`src/sv/evg_pkg.sv`:
```
package evg_pkg;

    localparam int MAX_POINTS = 1024;

    // register map of the configuration channel
    typedef enum logic [2:0] {
        REG_SIZE_X = 3'd0,
        REG_SIZE_Y = 3'd1,
        REG_THICK  = 3'd2,
        REG_POINTS = 3'd3,
        REG_MODE   = 3'd4
    } t_reg_idx;

    typedef struct packed {
        logic [15:0] size_x;
        logic [15:0] size_y;
        logic [15:0] thickness;
        logic [10:0] n;          // clamped point count, 1..MAX_POINTS
        logic        outline;
    } t_cfg;

    // one classified vertex request
    typedef struct packed {
        logic        valid_res;
        logic        last;
        logic        centre;
        logic        inner;
        logic [10:0] k;
    } t_job;

    // job queue between front and back, depth is a power of two
    localparam int QDEPTH = 4;
    localparam int QPTR_W = $clog2(QDEPTH);
    localparam int QCNT_W = $clog2(QDEPTH + 1);

    localparam int LAT_DIV    = 17;
    localparam int LAT_TRIG   = 17;
    localparam int JOB_STAGES = LAT_DIV + LAT_TRIG + 1;

    localparam logic [30:0] PI_Q29  = 31'd1686629713;
    localparam logic [30:0] ONE_Q30 = 31'd1073741824;

    // series terms, row 0 sine, row 1 cosine, innermost term first
    localparam int TERMS = 4;
    localparam logic [6:0] TERM_DIV [2][TERMS] = '{
        '{7'd72, 7'd42, 7'd20, 7'd6},
        '{7'd56, 7'd30, 7'd12, 7'd2}
    };
    localparam logic [31:0] TERM_MAG [2][TERMS] = '{
        '{32'((64'd1 << 32) / 72), 32'((64'd1 << 32) / 42),
          32'((64'd1 << 32) / 20), 32'((64'd1 << 32) / 6)},
        '{32'((64'd1 << 32) / 56), 32'((64'd1 << 32) / 30),
          32'((64'd1 << 32) / 12), 32'((64'd1 << 32) / 2)}
    };

endpackage

```
`src/sv/evg_fifo.sv`:
```
module evg_fifo (
    input  logic          i_clk,
    input  logic          i_rst_n,
    input  logic          i_wr,
    input  evg_pkg::t_job i_data,
    output logic          o_full,
    input  logic          i_rd,
    output evg_pkg::t_job o_data,
    output logic          o_empty
);
    import evg_pkg::*;

    t_job              r_mem [QDEPTH];
    logic [QPTR_W-1:0] r_wp;
    logic [QPTR_W-1:0] r_rp;
    logic [QCNT_W-1:0] r_cnt;

    always_ff @(posedge i_clk) begin
        if (i_wr) begin
            r_mem[r_wp] <= i_data;
        end
    end

    always_ff @(posedge i_clk) begin
        if (!i_rst_n) begin
            r_wp  <= '0;
            r_rp  <= '0;
            r_cnt <= '0;
        end else begin
            if (i_wr) begin
                r_wp <= r_wp + 1'b1;
            end
            if (i_rd) begin
                r_rp <= r_rp + 1'b1;
            end
            if (i_wr && !i_rd) begin
                r_cnt <= r_cnt + 1'b1;
            end else if (i_rd && !i_wr) begin
                r_cnt <= r_cnt - 1'b1;
            end
        end
    end

    assign o_data  = r_mem[r_rp];
    assign o_full  = r_cnt == QCNT_W'(QDEPTH);
    assign o_empty = r_cnt == '0;

endmodule

```
`config.mk`:
```
export PLATFORM = sky130hd
export DESIGN_NAME = evg_fifo
export DESIGN_NICKNAME = d
export VERILOG_FILES = /design/src/sv/evg_pkg.sv /design/src/sv/evg_fifo.sv
export SDC_FILE = /design/constraint.sdc
export NUM_CORES = 1
export LEC_CHECK = 0
export BUFFER_PORTS_ARGS = -buffer_cell sky130_fd_sc_hd__buf_2
export CAP_MARGIN = 20
export CORE_MARGIN = 2
export CORE_UTILIZATION = 56
export CTS_CLUSTER_DIAMETER = 40
export DETAILED_ROUTE_END_ITERATION = 12
export HOLD_SLACK_MARGIN = 0.15
export PLACE_DENSITY = 0.75
export SYNTH_ARGS = -nofsm -noshare
export SYNTH_HDL_FRONTEND = slang
export SYNTH_SLANG_ARGS = --single-unit
```
`constraint.sdc`:
```
create_clock -name i_clk -period 1.8 [get_ports i_clk]
set_input_delay 0.27 -clock i_clk [delete_from_list [all_inputs] [get_ports i_clk]]
set_output_delay 0.27 -clock i_clk [all_outputs]
set_load 0.01 [all_outputs]
```
Yosys cells after proc, flatten, opt, wreduce, memory -nomap -nowiden

Memory sizes are Yosys's and may differ from the RTL's. A register that Yosys moved wholly into a read port is not among the register bits.
Index checks and enable logic that the tools add are counted.

Register bits after elaboration: 7
Memories kept: 1
Latch bits: 0
Bits in read-only memories: 0
RAM bits: 60
Word-level logic and storage cells: 21

Memories:

| name  | words | width | read ports | clocked after memory_dff | wr ports | line           | source |
|---|---|---|---|---|---|---|---|
| r_mem | 4     | 15    | 1          | 1                        | 1        | evg_fifo.sv:13 | `t_job r_mem [QDEPTH];` |

Bitwise logic cells: 0
Multiply operators: 0
Reductions and logical operators: 6
Div/mod/pow operators: 0
Add/subtract/negate cells: 4
Equality and inequality tests: 1
Shifts and indexed selects: 0
$lt $le $gt $ge: 0
Muxes and demuxes: 6

Operators by type and width:

| cell                                              | count |
|---|---|
| two-way mux 3 bit                                 | 2 |
| adder 2 x 1 -> 2 bit (second input constant)      | 2 |
| two-way mux 2 bit                                 | 2 |
| adder 3 x 1 -> 3 bit (second input constant)      | 1 |
| == test 3 bit (second input constant)             | 1 |
| zero test 3 bit                                   | 1 |
| subtractor 3 x 1 -> 3 bit (second input constant) | 1 |
| logical AND 1 bit                                 | 2 |
| zero test 1 bit                                   | 2 |
| two-way mux 1 bit                                 | 2 |
| nonzero test 2 bit                                | 1 |

Longest topological paths before layout

Gate-level depths: netlist (run 1).

Depth in word-level cells: 4
Depth in mapped cells: 7
Mapped depth without buffers: 7

Worst setup path after synthesis (run 1)

Ideal clock, no wire load.

Kind: input port to flip-flop
From: input i_rd
To: register r_cnt[2]
Data required time: 1.724 ns
Path buffers: 0
Path slack: 0.253 ns
Arrival time: 1.471 ns
Setup time: 0.076 ns
Stages: 7
Path through: inv_1 -> ha_1 -> inv_1 -> fa_1 -> xor2_1 -> or3_1 -> a21boi_0

Word-level cells in the longest chain between the ends: 3
Elaborated cells on any way between the ends: 5

Ends and longest elaborated chain:

| item                                                           | line           | source |
|---|---|---|
| start: declaration                                             | evg_fifo.sv:7  | `input logic i_rd,` |
| zero test 1 bit                                                | evg_fifo.sv:36 | `if (i_wr && !i_rd) begin` |
| logical AND 1 bit                                              | evg_fifo.sv:36 |  |
| two-way mux 3 bit / nonzero test 2 bit (equally long branches) | -              |  |
| end signal: assignment                                         | evg_fifo.sv:37 | `r_cnt <= r_cnt + 1'b1;` |
| end signal: assignment                                         | evg_fifo.sv:39 | `r_cnt <= r_cnt - 1'b1;` |
| end: declaration                                               | evg_fifo.sv:16 | `logic [QCNT_W-1:0] r_cnt;` |

Several ways; a longest one is shown, not always the timed one.
A chain may end at the register's enable or synchronous reset.

==> results of run 1 <==
## cell families after synthesis
logic type,Yosys count
AND/OR/NAND/NOR,15
buffers and inverters,7
adder cells (fa/ha/maj),6
flip-flops,69
multiplexers,17
AO/OA/AOI/OAI,2
XOR/XNOR,5
## metal layers
layer,part of all wire (%),global-route usage (%)
met5,0,0
met3,2.9,4.56
met4,1.1,5.56
met1,45,23.8
met2,51,29.9
## repair_timing
action | CTS | global route
gates resized for setup | 5 | 8
endpoints found under the setup margin | 13 | 11
hold buffers | 7 | 0
endpoints found under the hold margin | 26 | 0
## placed cells by master (no fill, tap or decap), drive strengths merged
master and n:
edfxtp 60, buf 40, mux4 15, clkbuf 12
and2 9, dfxtp 9, dlygate4sd3 7, ha 5
inv 4, clkinv 4, xor2 3, xnor2 2
mux2i 2, nor2b 2, nor3b 1, nor3 1
nand2 1, o21ai 1, or3 1, a21boi 1
fa 1
## sequential cells by signal (all words and copies together), names as in the netlist, named ones only
register	flops
r_rp	2
r_wp	2
r_mem	60
r_cnt	3
## worst max-delay path by stage
stage / slack, ns / endpoint / start / cells after the start
after floorplan: 0.25 / r_cnt[2] / i_rd / 7
after global placement: 0.1 / r_cnt[2] / i_wr / 7
after detailed placement: 0.03 / r_cnt[2] / i_rd / 8
after CTS: -0.01 / o_data[13] / register / 3
after global routing: -0.02 / o_data[13] / register / 3
final: 0.02 / o_data[13] / register / 3
## layout make-up
| type | count | area, um2 | share of cell area [%] |
|---|---|---|---|
| flip-flops and latches | 69 | 1990 | 63.2 |
| multi-input cells | 45 | 588 | 18.7 |
| repair buffers | 47 | 322 | 10.2 |
| clock buffers | 12 | 145 | 4.62 |
| well taps | 52 | 65.1 | 2.07 |
| clock inverters | 4 | 23.8 | 0.756 |
| inverters | 4 | 15.0 | 0.478 |
## cell usage after synthesis (all sizes together) (2+ instances only)
cell / number
inv: 4
dfxtp: 9
xor2: 3
nor2b: 2
xnor2: 2
mux2i: 2
buf: 3
ha: 5
mux4: 15
edfxtp: 60
and2: 9
## power groups by stage
stage          combinational (mW)  clock, mW  sequential [mW]
2_1_floorplan               0.245          0             1.89
3_3_place_gp                0.367          0             1.90
3_5_place_dp                0.379          0             1.91
4_1_cts                     0.398       1.07             1.87
5_1_grt                     0.443       1.14             1.88
6_report                    0.402       1.05             1.88
## worst max-delay path, delay by kind of cell, from the launching register on
kind	cells	cell delay [ns]
multiplexers	1	0.52
flip-flops	1	0.37
buffers and inverters	2	0.30
==> summary.txt, run 1 <==
Synthesis
  – Compound-Gate Fraction of Synth Area: less than 1%
  – Sequential share of the synthesized area: about three quarters
  – EDFF count, synth: 60
  – Yosys warns: 0
  – Largest family of logic cells by synthesized area: multiplexers
  – Syn Inst Count: 121
  – Syn_nets: between 100 and 150
  – Synth Area in Simple Gates: about 3.5%
  – Mean post-synth cell area: roughly 22 um2
  – Adder-Cell Fraction of Synth Area: 3.13%
  – Number of distinct library cells after synthesis: 21
  – Post-Synth XOR/XNOR Area: between 1.5 and 2%
  – Synthesized cell area: between 2000 and 3000 um2
  – Synth area leaders: edfxtp_1 68%, mux4_2 8.5%, dfxtp_1 6.8%
  – Post-synthesis mux area share: ~14%
  – Top-area cell type share of the netlist area: 68.2%
  – Ys flop type: edfxtp_1
  – FF+latch count, synth: 69
  – Async set or reset register ratio after synthesis: 0%
  – Area leader, netlist: edfxtp_1

Placed design
  – IO Port Bufs: 35
  – GPL Wtd Cong: between 0.7 and 0.8
  – DP Cell Count: 210
  – Cell Area, Placed: a little under 3000 um2
  – Dpl ws: approximately 0.031 ns
  – Hpwl dp: approximately 2700 um

Cells and area
  – Post-route cell area: around 3100 um2
  – Layout cells sized above 1: between 30% and 40%
  – Post-route non-filler standard cell count: roughly 230
  – Layout area overhead: 19.1%
  – Fill cells: 275
  – Fin nets: ~200
  – ANT cells: 0
  – Util after Layout: between 70 and 80%

Critical path
  – Slowest cell on the critical path: mux4_2
  – Crit start category: register
  – Worst r2r src: r_wp[0]
  – R2r setup slk: roughly 0.17 ns
  – Cells on worst reg2reg path: 2
  – Critical R2R Capture: r_mem[1][4]
  – CP peak stage delay: 0.52 ns
  – Crit Path Class: reg2out
  – CP Capture Type: primary output
  – Crit-path max FO: 8
  – Crit path required time: between 1.5 and 2 ns
  – Arrival @ worst endpoint: roughly 1.5 ns
  – Worst path cell trace: buf_12 -> mux4_2 -> buf_2

Timing
  – Fmax: ~0.56 GHz
  – Setup violations, final: 0
  – Final worst slack: 0.0246 ns
  – TNS Setup: 0 ns
  – Fin crit share: about 99%
  – Slew @ Worst Pin: ~0.8 ns
  – Final Max Slew Viols: 0
  – Clock Skew: ~0.0043 ns
  – Hold WS: roughly 0.17 ns
  – Post-route minimum period: roughly 1.8 ns
  – Slew headroom: a little under half
  – RSZ-0062 raised after global routing: yes
  – Hold Violations, Final: 0

Global route
  – GRT Overall Usage: roughly 18%
  – First-pass GRT wire length: ~6800 um
  – Pin count of the biggest net entering global routing: 16
  – Vias in the first global route: between 1,000 and 1,500
  – Antenna violations before repair: 0
  – Gr ovfl total: 0

Floorplan
  – Die H: approximately 73 um
  – Initial Util: 59.4%
  – I/O pin count: 36
  – Die ar.: about 5300 um2
  – Die W: between 70 and 80 um
  – Row count: 24
  – Total core area: 4440 um2

Detailed routing
  – Via count: roughly 1,300
  – Post-Route WL: between 4000 and 5000 um
  – DRT Pass-1 Iters: 6
  – Average wire per standard cell: around 18 um
  – Initial DRC count: between 80 and 90
  – Post-DR vias/cell: approximately 5.4
  – DRC: 0
  – Post-route ant nets: 0

Clock tree
  – CTS Buf Count: 9
  – Max Buffers Root-to-Sink: 2
  – Clock net sink count: 69
  – Clock root buffer: clkbuf_8
  – Worst-skew pair later-pin latency: ~0.32 ns
  – Buffer count from post-CTS setup fixing: 0
  – CTS tree: built
  – H-tree depth: 3
  – Clock slew at reported path FFs: about 0.07 ns

Status
  – Status: completed

Power
  – VDD IR max: 0.720 mV
  – Total power: 3.33 mW
  – Clock power share: 31.5%
  – PD cells: ~1100 nW/um2
  – Comb power frac: between 10% and 20%
  – Leakage: between 1 and 1.5 nW
  – Internal power: roughly 2.6 mW
  – Psw: approximately 0.75 mW
  – Net Sw Frac: roughly 23%
  – Sequential share of power: between 50% and 60%

Worst hold path
  – WHS Endpoint: r_mem[3][14]
  – WHS Path Cells: 1
  – HP Class: in2reg
  – Worst hold start: i_data[14]

Job
  – Maxcap violations: 0
Power figures use the tool's default switching activity.
==> run 2, diff against run 1 <==
- CTS_BUF_LIST: default -> sky130_fd_sc_hd__clkbuf_16
- CTS_CLUSTER_DIAMETER: 40 -> 150
==> summary.txt, run 2 (same netlist as run 1, synthesis figures left out) <==
Detailed routing
  – Average wire per standard cell: roughly 19 um
  – Post-route ant nets: 0
  – Initial DRC count: around 130
  – Post-Route WL: around 4200 um
  – Via count: approximately 1,200
  – Routed length on met1: 1820 um
  – Top Metal Used: met4
  – DRT Pass-1 Iters: 4
  – Met3 wire len: between 100 and 150 um
  – DRC: 0
  – DR WL met2: roughly 2200 um
  – Post-DR vias/cell: between 5 and 6

Global route
  – First-pass GRT wire length: around 6900 um
  – GRT Overall Usage: about a fifth
  – Pin count of the biggest net entering global routing: 16
  – Gr ovfl total: 0
  – Vias in the first global route: ~1,300
  – Antenna violations before repair: 0

Worst hold path
  – Worst hold start: i_data[8]
  – WHS Path Cells: 1
  – WHS Endpoint: r_mem[3][8]
  – HP Class: in2reg

Timing
  – Fmax: between 0.5 and 0.6 GHz
  – Slew headroom: between 40 and 50%
  – Post-route minimum period: between 1.5 and 2 ns
  – Hold Violations, Final: 0
  – Clock Skew: between 0.005 and 0.006 ns
  – Setup violations, final: 0
  – Hold WS: 0.167 ns
  – RSZ-0062 raised after global routing: yes
  – Fin crit share: between 90% and 100%
  – Final Max Slew Viols: 0
  – Slew @ Worst Pin: slightly above 0.8 ns

Critical path
  – Crit-path max FO: 8
  – Arrival @ worst endpoint: around 1.5 ns
  – Worst r2r src: r_wp[0]
  – CP Capture Type: primary output
  – Critical R2R Capture: r_mem[2][8]
  – Crit Path Class: reg2out
  – Slowest cell on the critical path: mux4_2
  – Crit start category: register
  – CP peak stage delay: 0.55 ns
  – Crit path required time: 1.53 ns
  – Worst path cell trace: buf_12 -> mux4_2 -> buf_6
  – Cells on worst reg2reg path: 3
  – R2r setup slk: about 0.17 ns

Clock tree
  – Clock root buffer: clkbuf_16
  – Cts hold-fix bufs: 0
  – Clock net sink count: 69
  – Clock slew at reported path FFs: 0.05 ns
  – CTS Buf Count: 9
  – Worst-skew pair later-pin latency: around 0.32 ns
  – CTS tree: built
  – H-tree depth: 3
  – Max Buffers Root-to-Sink: 2

Cells and area
  – Register Area: 1990 um2
  – Commonest non-fill, non-tap cell in the layout: edfxtp_1
  – Multi-input logic area: 588 um2
  – Layout cells sized above 1: around two fifths
  – Max reg flops: 60
  – Most flop-heavy register: r_mem
  – Post-route non-filler standard cell count: around 230
  – Fin nets: around 190
  – Layout area overhead: 20.1%
  – Util after Layout: a little under three quarters
  – ANT cells: 0
  – Fill cells: around 270
  – Post-route cell area: 3170 um2
  – Commonest cells after routing, fill and taps aside: 60 x edfxtp_1, 33 x buf_2, 15 x mux4_2
  – Largest regs: r_mem: 60 flops, r_cnt: 3 flops

Placed design
  – Hpwl dp: roughly 2700 um
  – GPL Wtd Cong: just over 0.7
  – Cell Area, Placed: 2890 um2
  – IO Port Bufs: 35
  – DP Cell Count: between 200 and 250

Floorplan
  – Die W: 72.7 um
  – Die ar.: roughly 5300 um2
  – I/O pin count: 36
  – Row count: 24
  – Total core area: 4440 um2
  – Die H: between 70 and 80 um
  – Initial Util: roughly three fifths

Job
  – Maxcap violations: 0

Status
  – Status: completed

Power
  – Leakage: around 1.2 nW
  – PD cells: between 1000 and 1500 nW/um2
  – VDD IR max: 0.724 mV
## run 2: cell count changes in the layout (fill, tap and decap cells not counted)
cell / delta
clkbuf_16: +9
clkbuf_1: -2
buf_2: -1
buf_6: +1
dlygate4sd3_1: -7
inv_1: +2
clkbuf_8: -10
clkinv_1: +1
## run 2: cell type report
type                       instances  area share [%]
tap                               52            2.05
clock buffer                       9            7.10
clock inverter                     7            1.10
sequential                        69            62.6
inverter                           4           0.473
timing repair buffer              40            8.13
multi-input combinational         45            18.5
## run 2: worst max path at each step
stage | startpoint | to | slack [ns] | cells past startpoint
6_report | register | o_data[13] | 0.007 | 3
5_1_grt | register | o_data[13] | -0.04 | 3
4_1_cts | register | o_data[13] | -0.01 | 3
3_5_place_dp | i_rd | r_cnt[2] | 0.03 | 8
3_3_place_gp | i_wr | r_cnt[2] | 0.1 | 7
2_1_floorplan | i_rd | r_cnt[2] | 0.25 | 7
## run 2: worst max-delay path: cells and delay by family (launching register included)
kind                   cells  cell delay, ns
buffers and inverters      2            0.29
DFF                        1            0.37
muxes                      1            0.55
## run 2: timing repair
item	4_1_cts	5_1_grt
endpoints found under the setup margin	13	13
gates resized for setup	7	7
setup buffers	0	0
## run 2: routing by layer
metal,vias to the layer above,track usage (%)
met3,6,5.80
met5,-,0
met2,34,30.9
met4,0,6.79
met1,627,23.9
li1,576,-
## run 2: stage by stage
step / total power [mW] / setup TNS [ns] / setup slack, ns
after floorplan: 2.14 / 0 / 0.253
after global placement: 2.26 / 0 / 0.0987
after detailed placement: 2.29 / 0 / 0.0310
after CTS: 3.78 / -0.0126 / -0.0126
after global routing: 3.91 / -0.0395 / -0.0395
final: 3.75 / 0 / 0.00677
## run 2: where the power goes
part	switching (mW)	internal, mW	leakage, nW
Sequential	0.0453	1.84	0.626
Combinational	0.191	0.205	0.389
Clock	0.568	0.909	0.139
