===== config.mk =====
export PLATFORM = sky130hd
export DESIGN_NAME = evg_front
export DESIGN_NICKNAME = d
export VERILOG_FILES = /design/src/sv/evg_pkg.sv /design/src/sv/evg_front.sv
export SDC_FILE = /design/constraint.sdc
export NUM_CORES = 1
export LEC_CHECK = 0
export BUFFER_PORTS_ARGS = -buffer_cell sky130_fd_sc_hd__buf_2
export CORE_ASPECT_RATIO = 2
export CORE_MARGIN = 10
export CORE_UTILIZATION = 57
export CTS_CLUSTER_DIAMETER = 80
export CTS_CLUSTER_SIZE = 12
export DETAILED_ROUTE_END_ITERATION = 16
export GPL_TIMING_DRIVEN = 0
export PLACE_DENSITY = 0.86
export SYNTH_ARGS = -nofsm -noshare
export SYNTH_HDL_FRONTEND = slang
export SYNTH_SLANG_ARGS = --single-unit
export TNS_END_PERCENT = 5

===== constraint.sdc =====
create_clock -name i_clk -period 14.75 [get_ports i_clk]
set_input_delay 0 -clock i_clk [delete_from_list [all_inputs] [get_ports i_clk]]
set_output_delay 0 -clock i_clk [all_outputs]
set_load 0.05 [all_outputs]

===== src/sv/evg_pkg.sv =====
package evg_pkg;

    localparam int MAX_POINTS = 1024;

    // register map of the configuration channel
    typedef enum logic [2:0] {
        REG_SIZE_X = 3'd0,
        REG_SIZE_Y = 3'd1,
        REG_THICK  = 3'd2,
        REG_POINTS = 3'd3,
        REG_MODE   = 3'd4
    } t_reg_idx;

    typedef struct packed {
        logic [15:0] size_x;
        logic [15:0] size_y;
        logic [15:0] thickness;
        logic [10:0] n;          // clamped point count, 1..MAX_POINTS
        logic        outline;
    } t_cfg;

    // one classified vertex request
    typedef struct packed {
        logic        valid_res;
        logic        last;
        logic        centre;
        logic        inner;
        logic [10:0] k;
    } t_job;

    // job queue between front and back, depth is a power of two
    localparam int QDEPTH = 4;
    localparam int QPTR_W = $clog2(QDEPTH);
    localparam int QCNT_W = $clog2(QDEPTH + 1);

    localparam int LAT_DIV    = 17;
    localparam int LAT_TRIG   = 17;
    localparam int JOB_STAGES = LAT_DIV + LAT_TRIG + 1;

    localparam logic [30:0] PI_Q29  = 31'd1686629713;
    localparam logic [30:0] ONE_Q30 = 31'd1073741824;

    // series terms, row 0 sine, row 1 cosine, innermost term first
    localparam int TERMS = 4;
    localparam logic [6:0] TERM_DIV [2][TERMS] = '{
        '{7'd72, 7'd42, 7'd20, 7'd6},
        '{7'd56, 7'd30, 7'd12, 7'd2}
    };
    localparam logic [31:0] TERM_MAG [2][TERMS] = '{
        '{32'((64'd1 << 32) / 72), 32'((64'd1 << 32) / 42),
          32'((64'd1 << 32) / 20), 32'((64'd1 << 32) / 6)},
        '{32'((64'd1 << 32) / 56), 32'((64'd1 << 32) / 30),
          32'((64'd1 << 32) / 12), 32'((64'd1 << 32) / 2)}
    };

endpackage


===== src/sv/evg_front.sv =====
module evg_front (
    input  logic          i_clk,
    input  logic          i_rst_n,
    input  logic          i_cfg_valid,
    output logic          o_cfg_ready,
    input  logic [2:0]    i_cfg_index,
    input  logic [15:0]   i_cfg_data,
    input  logic          i_push,
    input  logic [11:0]   i_vertex_index,
    input  logic          i_q_full,
    output logic          o_q_wr,
    output evg_pkg::t_job o_job,
    output evg_pkg::t_cfg o_cfg
);
    import evg_pkg::*;

    logic [15:0] r_size_x;
    logic [15:0] r_size_y;
    logic [15:0] r_thick;
    logic [10:0] r_points;
    logic        r_mode;

    logic [10:0] n;
    logic [11:0] count;

    always_ff @(posedge i_clk) begin
        if (!i_rst_n) begin
            r_size_x <= '0;
            r_size_y <= '0;
            r_thick  <= '0;
            r_points <= 11'd32;
            r_mode   <= 1'b0;
        end else if (i_cfg_valid) begin
            case (t_reg_idx'(i_cfg_index))
                REG_SIZE_X: r_size_x <= i_cfg_data;
                REG_SIZE_Y: r_size_y <= i_cfg_data;
                REG_THICK:  r_thick  <= i_cfg_data;
                REG_POINTS: r_points <= i_cfg_data[10:0];
                REG_MODE:   r_mode   <= i_cfg_data[0];
                default: ;
            endcase
        end
    end

    assign o_cfg_ready = 1'b1;

    always_comb begin
        if (r_points == 11'd0) begin
            n = 11'd1;
        end else if (r_points > 11'(MAX_POINTS)) begin
            n = 11'(MAX_POINTS);
        end else begin
            n = r_points;
        end
        count = r_mode ? ({n, 1'b0} + 12'd2) : ({1'b0, n} + 12'd2);
    end

    assign o_cfg = '{size_x: r_size_x, size_y: r_size_y, thickness: r_thick,
                     n: n, outline: r_mode};

    always_comb begin
        o_job.valid_res = i_vertex_index < count;
        o_job.last      = o_job.valid_res && (i_vertex_index == count - 12'd1);
        o_job.centre    = 1'b0;
        o_job.inner     = 1'b0;
        o_job.k         = '0;
        if (!o_job.valid_res) begin
            o_job.centre = 1'b1;
        end else if (r_mode) begin
            o_job.inner = i_vertex_index[0];
            o_job.k     = i_vertex_index[11:1];
        end else if (i_vertex_index == 12'd0) begin
            o_job.centre = 1'b1;
        end else begin
            o_job.k = 11'(i_vertex_index - 12'd1);
        end
    end

    assign o_q_wr = i_push && !i_q_full;

endmodule


== After elaboration in Yosys (flattened, before gate mapping) ==
Cells that the tools add are included.
Storage, ports and cells
  register bits after elaboration: 60
  bits of input ports: 36
  output and inout port bits: 77
  word-level logic and storage cells: 37
Cells by class
  add/sub/neg operators: 4
  order comparisons: 2
  equality and inequality tests: 5
  muxes and demuxes: 10
  reduce and logical (&&, ||, !) cells: 11
Operator list (count)
  2-to-1 mux 11 bit: 4
  2-to-1 mux 12 bit: 2
  adder 11 x 2 -> 12 bit (second input constant): 1
  adder 12 x 2 -> 12 bit (second input constant): 1
  equality test 12 bit: 1
  logical NOT 12 bit: 1
  < comparator 12 bit: 1
  subtractor 12 x 1 -> 12 bit (second input constant): 1
  > comparator 11 bit (second input constant): 1
  logical NOT 11 bit: 1
  subtractor 11 x 1 -> 11 bit (second input constant): 1
  AND reduction 2 bit: 5
  equality test 3 x 2 -> 1 bit (second input constant): 2
  2-to-1 mux 1 bit: 4
  equality test 3 x 1 -> 1 bit (second input constant): 1
  equality test 3 bit (second input constant): 1
  logical NOT 3 bit: 1
  logical AND 1 bit: 2
  logical NOT 1 bit: 1

== Logic depth before layout (Yosys ltp) ==
Gate-level depths: netlist of the first run.
  word-level depth: 8
  gate-level depth with buffers: 21
  mapped depth without buffers: 17

== Worst setup path before layout of the first run ==
Ideal clock, no wire load.
  kind: register -> output
  start point: register r_mode
  end point: output o_job[13] (netlist name)
  arrival time: 6131 ps
  required time: 14750 ps
  path slack: 8619 ps
  stages on the path, launching flop included: 22
  path through: dfxtp_1 > clkbuf_1 > clkbuf_1 > buf_2 > buf_1 > buf_1 > nor2_1 > nor3_1 > ha_1 > nand4b_1 > nor4_1 > o21ai_0 > a31oi_1 > inv_1 > ha_1 > a21o_1 > a21oi_1 > nand3_1 > maj3_1 > a31o_2 > a21o_1 > nor4_1
RTL lines
  start, declared: RTL line evg_front.sv:21  | logic r_mode;
  start signal, assigned: RTL line evg_front.sv:39  | REG_MODE: r_mode <= i_cfg_data[0];
  end, declared: RTL line evg_front.sv:12  | output evg_pkg::t_job o_job,

==> summary.md, run 1 <==
| Metric | Value |
|---|---|
| Post-synthesis register bit count | 60 |
| Critical Path, Cell by Cell | clkbuf_1, clkbuf_1, buf_2, buf_1, buf_1, nor2_1, nor3_1, ha_1, nand4b_1, nor4_1, o21ai_0, a31oi_1, inv_1, ha_1, a21o_1, a21oi_1, nand3_1, maj3_1, a31o_2, a21o_1, nor4_1, buf_2 |
| Hold WC Path Type | in2reg |
| Num rows | 43 |
| Initial antenna violation count | 0 |
| Ant. Diodes | 0 |
| Final WL | 14.8 mm |
| Hold_sp | i_cfg_index[2] |
| Max Slew Vio Count | 0 |
| Top_reg_cell synth | dfxtp_1 |
| Drc violations | 0 |
| Tcrit/Tclk final | between 40 and 50% |
| Share of layout cells above drive strength 1 | 20.2% |
| Reg clk slew, reported paths | 0.05 ns |
| CP startpoint kind | flop |
| Synthesized area per cell | 7.41 sq um |
| Critical path arrival | 6.85 ns |
| Power per cell area | between 80 and 90 nW/um^2 |
| Largest cells by area after synthesis | dfxtp_1 30%, nand2_1 12%, a21boi_0 11%, ha_1 4.6%, xnor2_1 4.3% |
| Grt total ovfl | 0 |
| Mapped Cells | 548 |
| Post-route insts no fill | 778 |
| DRT Pass-1 Iters | 5 |
| Tmin final | just under 7 ns |
| Synthesis Warnings | 0 |
| Power Total | 0.460 mW |
| FF+latch area | 1200 sq um |
| Worst skew pair latency | 0.33 ns |
| Synth top area share | 29.6% |
| Layout net count | 735 |
| Worst Path Required | 14.75 ns |
| Worst VDD drop | 0.105 mV |
| Fin. Hold Viols | 0 |
| Total Neg Setup Slack | 0 ns |
| Register area share after synthesis | 29.6% |
| RSZ-0062 raised after global routing | false |
| Critical path peak fanout | 10 |
| Vias per std cell | 6.01 |
| Clock Skew | 0 ns |
| Mapped Area | 4060 sq um |
| I/O pins | 113 |
| Port Buffers | 109 |
| Initial Utilization | between 50% and 60% |
| Rel. slew slack | 48.3% |
| Core area | 6940 sq um |
| Leakage | 2.16 nW |
| Number of global-route vias before repair | 4822 |
| Initial DRC count | 340 |
| Setup crit start | r_mode |
| Antenna violation net count after detailed routing | 0 |
| Area grow syn2layout | 27.3% |
| CP bufs+invs | 7 |
| Fmax | 146 MHz |
| Fill count | ~480 |
| Count of cell types in the netlist | 65 |
| Clock buffer depth | 2 |
| Die width | 79.7 microns |
| R2R Path Start | r_mode |
| Endpoints failing setup | 0 |
| Critical Path Slowest Stage Cell | buf_1 |
| Delay-heaviest family, CP | buffers and inverters |
| Vias | roughly 4.7k |
| Post-synth top area cell | dfxtp_1 |
| CP Capture Type | output pin |
| Clk sinks | 60 |
| Tot GR Track Use | about a quarter |
| CTS HTree Levels | 3 |
| Multi-input gate area | 2640 sq um |
| Clock Root Buffer | clkbuf_16 |
| CP peak stage delay | 0.50 ns |
| CTS resizes | 0 |
| Placed cell count | 747 |
| Max Cap Viol | 0 |
| Placer Congestion | 0.922 |
| Syn nets | 599 |
| HPWL Detailed | 10.7 mm |
| WL/cell | roughly 19 microns |
| Slew of the pin with the lowest slew margin | 0.773 ns |
| Largest net degree at the start of global routing | 11 |
| TritonCTS clock tree | built |
| Num CTS Buffers | 9 |
| Die footprint | 11100 sq um |
| Post-synth EDFFs | 0 |
| Count leader, synth | nand2_1 |
| Die height | 139 microns |
| Top cells by count, synth | 132 x nand2_1, 60 x dfxtp_1, 58 x a21boi_0 |
| Global-route wire length before repair | approximately 23 mm |
| Setup Crit Path Kind | reg2out |
| Post-CTS Setup Inserts | 0 |
| Outcome | finished, final reports clean |
| Asr flop ratio synth | 0% |
-- cells by family after synthesis --
family          synth area share (%)
fa+ha+maj                       4.87
xor+xnor                        5.61
buf+inv                         5.39
mux                             2.22
compound gates                  23.9
other cells                   0.0924
flops                           29.6
simple gates                    28.4
-- area by class of cell --
class                      instances  area share [%]
clock inverter                     1          0.0969
sequential                        60            23.2
timing repair buffer             125            13.7
tap                               90            2.18
inverter                          12           0.872
buffer                            42            3.37
clock buffer                      14            5.50
multi-input combinational        434            51.1
-- final timing paths --
| kind | endpoint | slack (ns) | cells after the start |
|---|---|---|---|
| setup / recovery | o_job[13] | 7.90 | 22 |
| hold reg to reg | r_size_y[3] | 0.47 | 2 |
| hold / removal | r_mode | 0.07 | 4 |
| setup reg to reg | r_mode | 12.44 | 6 |
-- worst min-delay path, delay by kind of cell --
| family | cells | cell delay (ns) |
|---|---|---|
| buffers and inverters | 1 | 0.11 |
| multiplexers | 1 | 0.08 |
| AND/OR/NAND/NOR | 2 | 0.18 |
-- per-stage QoR --
step,utilization [%],area (sq um),setup slack (ns),hold slack [ns]
after floorplan,-,4060,8.62,0.138
after global routing,74.5,5170,7.44,0.102
after CTS,74.5,5170,8.02,0.0744
final,74.5,5170,7.90,0.0729
after global placement,68.0,4720,8.56,0.276
after detailed placement,68.0,4720,8.36,0.288
-- registers in the layout, indices dropped and copies added (netlist names) --
register	cells
r_thick	16
r_size_y	16
r_mode	1
r_size_x	16
r_points	11
-- cell usage in the layout (no fill, tap or decap), types with 5 or more instances in the layout --
cell type | synthesis | routed
inv_1 | 12 | 12
a21boi_0 | 58 | 58
buf_2 | 1 | 110
a31oi_1 | 6 | 6
nor2b_1 | 17 | 17
xor2_1 | 6 | 6
dfxtp_1 | 60 | 60
ha_1 | 15 | 15
nand3_1 | 6 | 6
nand2b_1 | 5 | 5
a21oi_1 | 20 | 20
nor3_1 | 21 | 21
or3_1 | 5 | 5
xnor2_1 | 20 | 20
dlygate4sd3_1 | 0 | 16
mux2i_1 | 9 | 9
clkbuf_16 | 0 | 9
clkbuf_1 | 35 | 36
o21ai_0 | 13 | 13
nor2_1 | 29 | 29
nand2_1 | 132 | 132
a21o_1 | 7 | 7
-- power breakdown --
part           switching (mW)  leakage, nW  internal, mW
registers             0.00235        0.486         0.166
logic                  0.0601         1.53        0.0297
clock network          0.0715        0.145         0.131
total                   0.134         2.16         0.326
-- repair_timing --
| item | in CTS | in global routing |
|---|---|---|
| hold buffers | 16 | 0 |
| endpoints found under the setup margin | 0 | 0 |
| hold endpoints to repair | 53 | 0 |
-- per-layer routing --
layer	vias up	share of wire, %	global-route usage (%)
met2	259	54	49.0
met4	0	7.3	19.7
met3	85	8.0	7.03
met1	2169	31	22.0
li1	2160	-	-
met5	-	0	0
(Power assumes the default switching activity.)
==> run 2: changes to the inputs <==
--- a/config.mk
+++ b/config.mk
@@ -5,15 +5,16 @@
 export SDC_FILE = /design/constraint.sdc
 export NUM_CORES = 1
 export LEC_CHECK = 0
+export ABC_AREA = 1
 export BUFFER_PORTS_ARGS = -buffer_cell sky130_fd_sc_hd__buf_2
 export CORE_ASPECT_RATIO = 2
 export CORE_MARGIN = 10
-export CORE_UTILIZATION = 57
+export CORE_UTILIZATION = 53
 export CTS_CLUSTER_DIAMETER = 80
 export CTS_CLUSTER_SIZE = 12
 export DETAILED_ROUTE_END_ITERATION = 16
 export GPL_TIMING_DRIVEN = 0
-export PLACE_DENSITY = 0.86
+export PLACE_DENSITY = 0.81
 export SYNTH_ARGS = -nofsm -noshare
 export SYNTH_HDL_FRONTEND = slang
 export SYNTH_SLANG_ARGS = --single-unit
==> constraint.sdc (replaced) <==
create_clock -name i_clk -period 6.5 [get_ports i_clk]
set_input_delay 0 -clock i_clk [delete_from_list [all_inputs] [get_ports i_clk]]
set_output_delay 0 -clock i_clk [all_outputs]
set_load 0.05 [all_outputs]
==> summary.md, run 2 <==
| Metric | Value |
|---|---|
| Outcome | finished, violations left |
| Failing checks | hold timing |
| Clock Skew | 0 ns (unchanged) |
| Tmin final | about 4.2 ns |
| Number of global-route vias before repair | 4668 (-3.2%) |
| Count of cell types in the netlist | 36 (-45%) |
| CP bufs+invs | 3 (-4) |
| Die width | 80.9 microns (+1.5%) |
| CTS resizes | 0 (unchanged) |
| Worst skew pair latency | 0.33 ns (about the same) |
| Final hold slack | -0.000632 ns (-0.0735 ns) |
| Critical path depth | 24 (+9.1%) |
| Drc violations | 0 (unchanged) |
| Count leader, synth | nor2_1 |
| Vias | 4673 (unchanged) |
| Worst VDD drop | 0.255 mV (+140%) |
| Place WS | 2.63 ns (-5.73 ns) |
| Reg clk slew, reported paths | 0.05 ns (about the same) |
| Area grow syn2layout | 29.9% |
| CP Capture Type | output pin |
| R2R setup slack | 5.21 ns (-7.23 ns) |
| Largest cells by area after synthesis | dfxtp_1 31%, nor2_1 15%, nand2_1 10%, o21ai_0 8.9%, nand3_1 7.0% |
| Vias per std cell | 5.43 (-9.6%) |
| CTS HTree Levels | 3 (unchanged) |
| Num rows | 44 (+2.3%) |
| Max Slew Vio Count | 0 (unchanged) |
| R2R Path Start | r_mode |
| Delay-heaviest family, CP | simple AND/OR/NAND/NOR gates |
| Worst R2R End | r_mode |
| Power per cell area | 229 nW/um^2 (+160%) |
| Largest registers | r_size_x (16), r_size_y (16), r_thick (16) |
| Synth top area share | 30.6% (+1.0 points) |
| Syn nets | 677 (+13%) |
| Initial Utilization | 54.0% (-4.5 points) |
| Critical Path, Cell by Cell | nor2_1, nand3_2, o21bai_2, buf_6, nand3_1, nand2_1, ha_1, nand2_2, nor2_4, nand2_1, nand2_1, nand2_1, ha_1, nand2_1, nor2_1, a211oi_1, o21ai_0, a21oi_1, nand2_1, nand2_1, nand2_1, buf_2, nor2_1, buf_2 |
| DRT Pass-1 Iters | 6 (+1) |
| HPWL Detailed | 10.8 mm (+0.93%) |
| Clock Root Buffer | clkbuf_16 |
| Setup Crit Path Kind | reg2out |
| CP peak stage delay | 0.38 ns (-0.12 ns) |
| Critical path peak fanout | 10 (unchanged) |
| WL/cell | 16.6 microns (-13%) |
| Clk sinks | 60 (unchanged) |
| Die footprint | 11500 sq um (+3.2%) |
| Tcrit/Tclk final | ~65% |
| Post-synth EDFFs | 0 (unchanged) |
| Worst Path Required | 6.50 ns (-8.25 ns) |
| Max Cap Viol | 0 (unchanged) |
| Critical Path Most Common Cell | nand2_1 |
| Met2 usage | 47.0% (-2.0 points) |
| Grt total ovfl | 0 (unchanged) |
| Post-route insts no fill | 861 (+11%) |
| Final WS setup | 2.28 ns (-5.61 ns) |
| M3 GR Usage | 6.14% (-0.89 points) |
| Commonest non-fill, non-tap cell in the layout | nor2_1 |
| Initial antenna violation count | 0 (unchanged) |
| Met1 Resource Use GR | 19.2% (-2.8 points) |
| Setup crit start | r_points[1] |
| Post-synthesis register bit count | 60 (unchanged) |
| Tot GR Track Use | 24.3% (-2.0 points) |
| Clock buffer depth | 2 (unchanged) |
| Initial DRC count | 280 (-18%) |
| GR peak layer | met2 |
| Share of layout cells above drive strength 1 | 21.1% (+0.86 points) |
| Synthesis Warnings | 0 (unchanged) |
| Slew of the pin with the lowest slew margin | 0.745 ns (-0.0281 ns) |
| Antenna violation net count after detailed routing | 0 (unchanged) |
| Ant. Diodes | 0 (unchanged) |
| Endpoints failing setup | 0 (unchanged) |
| Mapped Cells | 626 (+14%) |
| Mapped Area | 3930 sq um (-3.3%) |
| Rel. slew slack | 50.0% (+1.7 points) |
| Core area | 7270 sq um (+4.7%) |
| Register area share after synthesis | 30.6% (+1.0 points) |
| Num CTS Buffers | 9 (unchanged) |
| Fin. Hold Viols | 1 (+1) |
| TritonCTS clock tree | built |
| Port Buffers | 110 (+0.92%) |
| Die height | 142 microns (+1.7%) |
| Largest net degree at the start of global routing | 11 (unchanged) |
| CP startpoint kind | flop |
| I/O pins | 113 (unchanged) |
| Asr flop ratio synth | 0% (unchanged) |
| Post-synth top area cell | dfxtp_1 |
| Fill count | 620 (+31%) |
| Critical path arrival | 4.22 ns (-2.63 ns) |
| Fmax | roughly 240 MHz |
| Synthesized area per cell | 6.27 sq um (-15%) |
| Crit path to | o_job[4] |
| Final WL | 14.3 mm (-3.4%) |
| Placed cell count | 828 (+11%) |
| Hold WC Path Type | in2reg |
| Layout net count | 815 (+11%) |
| Top cells by count, synth | 155 x nor2_1, 107 x nand2_1, 70 x o21ai_0 |
| Leakage | 2.72 nW (+26%) |
| Global-route wire length before repair | 21.9 mm (-6.6%) |
| Worst r2r path cells | 5 (-1) |
| Placer Congestion | 0.991 (+7.5%) |
| RSZ-0062 raised after global routing | false |
| Critical Path Slowest Stage Cell | dfxtp_1 |
| Total Neg Setup Slack | 0 ns (unchanged) |
| Most frequent cells in the layout | 155 x nor2_1, 115 x buf_2, 107 x nand2_1 |
| Top_reg_cell synth | dfxtp_1 |
run 2: cell count changes in the layout (fill, tap and decap cells not counted), sizes merged, moves of 7 or more:
cell,previous run,this run
nor2,29,161
a21boi,58,1
o21ai,14,70
inv,12,63
nand3,6,57
clkbuf,49,27
xnor2,20,0
nor2b,17,0
nor3,21,5
nand2,132,118
mux2i,9,0
a21o,8,1
run 2: worst min-delay path by stage:
stage / start / end / slack (ns) / cells after the start
after detailed placement: i_cfg_data[14] / r_thick[14] / 0.26 / 3
final: i_cfg_data[3] / r_points[3] / -0.0006 / 3
after CTS: i_cfg_data[3] / r_thick[3] / 0.002 / 3
after floorplan: i_cfg_data[5] / r_points[5] / 0.12 / 2
after global routing: i_cfg_data[3] / r_size_y[3] / 0.04 / 3
after global placement: i_cfg_data[13] / r_thick[13] / 0.26 / 3
run 2: area by class of cell:
class / count / area [sq um] / share of cell area (%)
buffer: 24 / 113 / 2.21
clock buffer: 12 / 267 / 5.23
clock inverter: 4 / 70.1 / 1.37
inverter: 63 / 236 / 4.64
multi-input combinational: 479 / 2380 / 46.6
sequential: 60 / 1200 / 23.6
tap: 92 / 115 / 2.26
timing repair buffer: 127 / 721 / 14.1
run 2: kinds of logic after synthesis:
group	after synthesis	synth area share, %
xor+xnor	9	2.36
simple gates	349	37.8
buf+inv	87	8.89
flops	60	30.6
fa+ha+maj	15	4.78
other cells	1	0.0955
compound gates	105	15.5
run 2: power by group:
group	switching (mW)	internal [mW]	leakage, nW
sequential	0.00851	0.381	0.488
clock	0.160	0.365	0.169
combinational	0.182	0.0700	2.06
run 2: what timing repair did:
item,in CTS,in global routing
buffers inserted,0,0
hold endpoints to repair,45,0
hold buffers,17,0
run 2: metal layers:
layer,vias up,share of wire [%]
met1,2145,32
met5,-,0
met2,179,56
met4,0,5.8
li1,2303,-
met3,46,6.9
run 2: through the flow:
step | hold WS, ns | util, % | total power [mW] | area, sq um
after floorplan | 0.122 | - | 0.567 | 3930
after global placement | 0.256 | 63.2 | 0.632 | 4590
after detailed placement | 0.264 | 63.2 | 0.636 | 4590
after CTS | 0.00162 | 70.2 | 1.16 | 5100
after global routing | 0.0366 | 70.2 | 1.20 | 5100
final | -0.000632 | 70.2 | 1.17 | 5100
run 2: worst min-delay path, delay by kind of cell:
kind / cells / cell delay (ns)
AND/OR/NAND/NOR: 2 / 0.15
buffers and inverters: 1 / 0.14
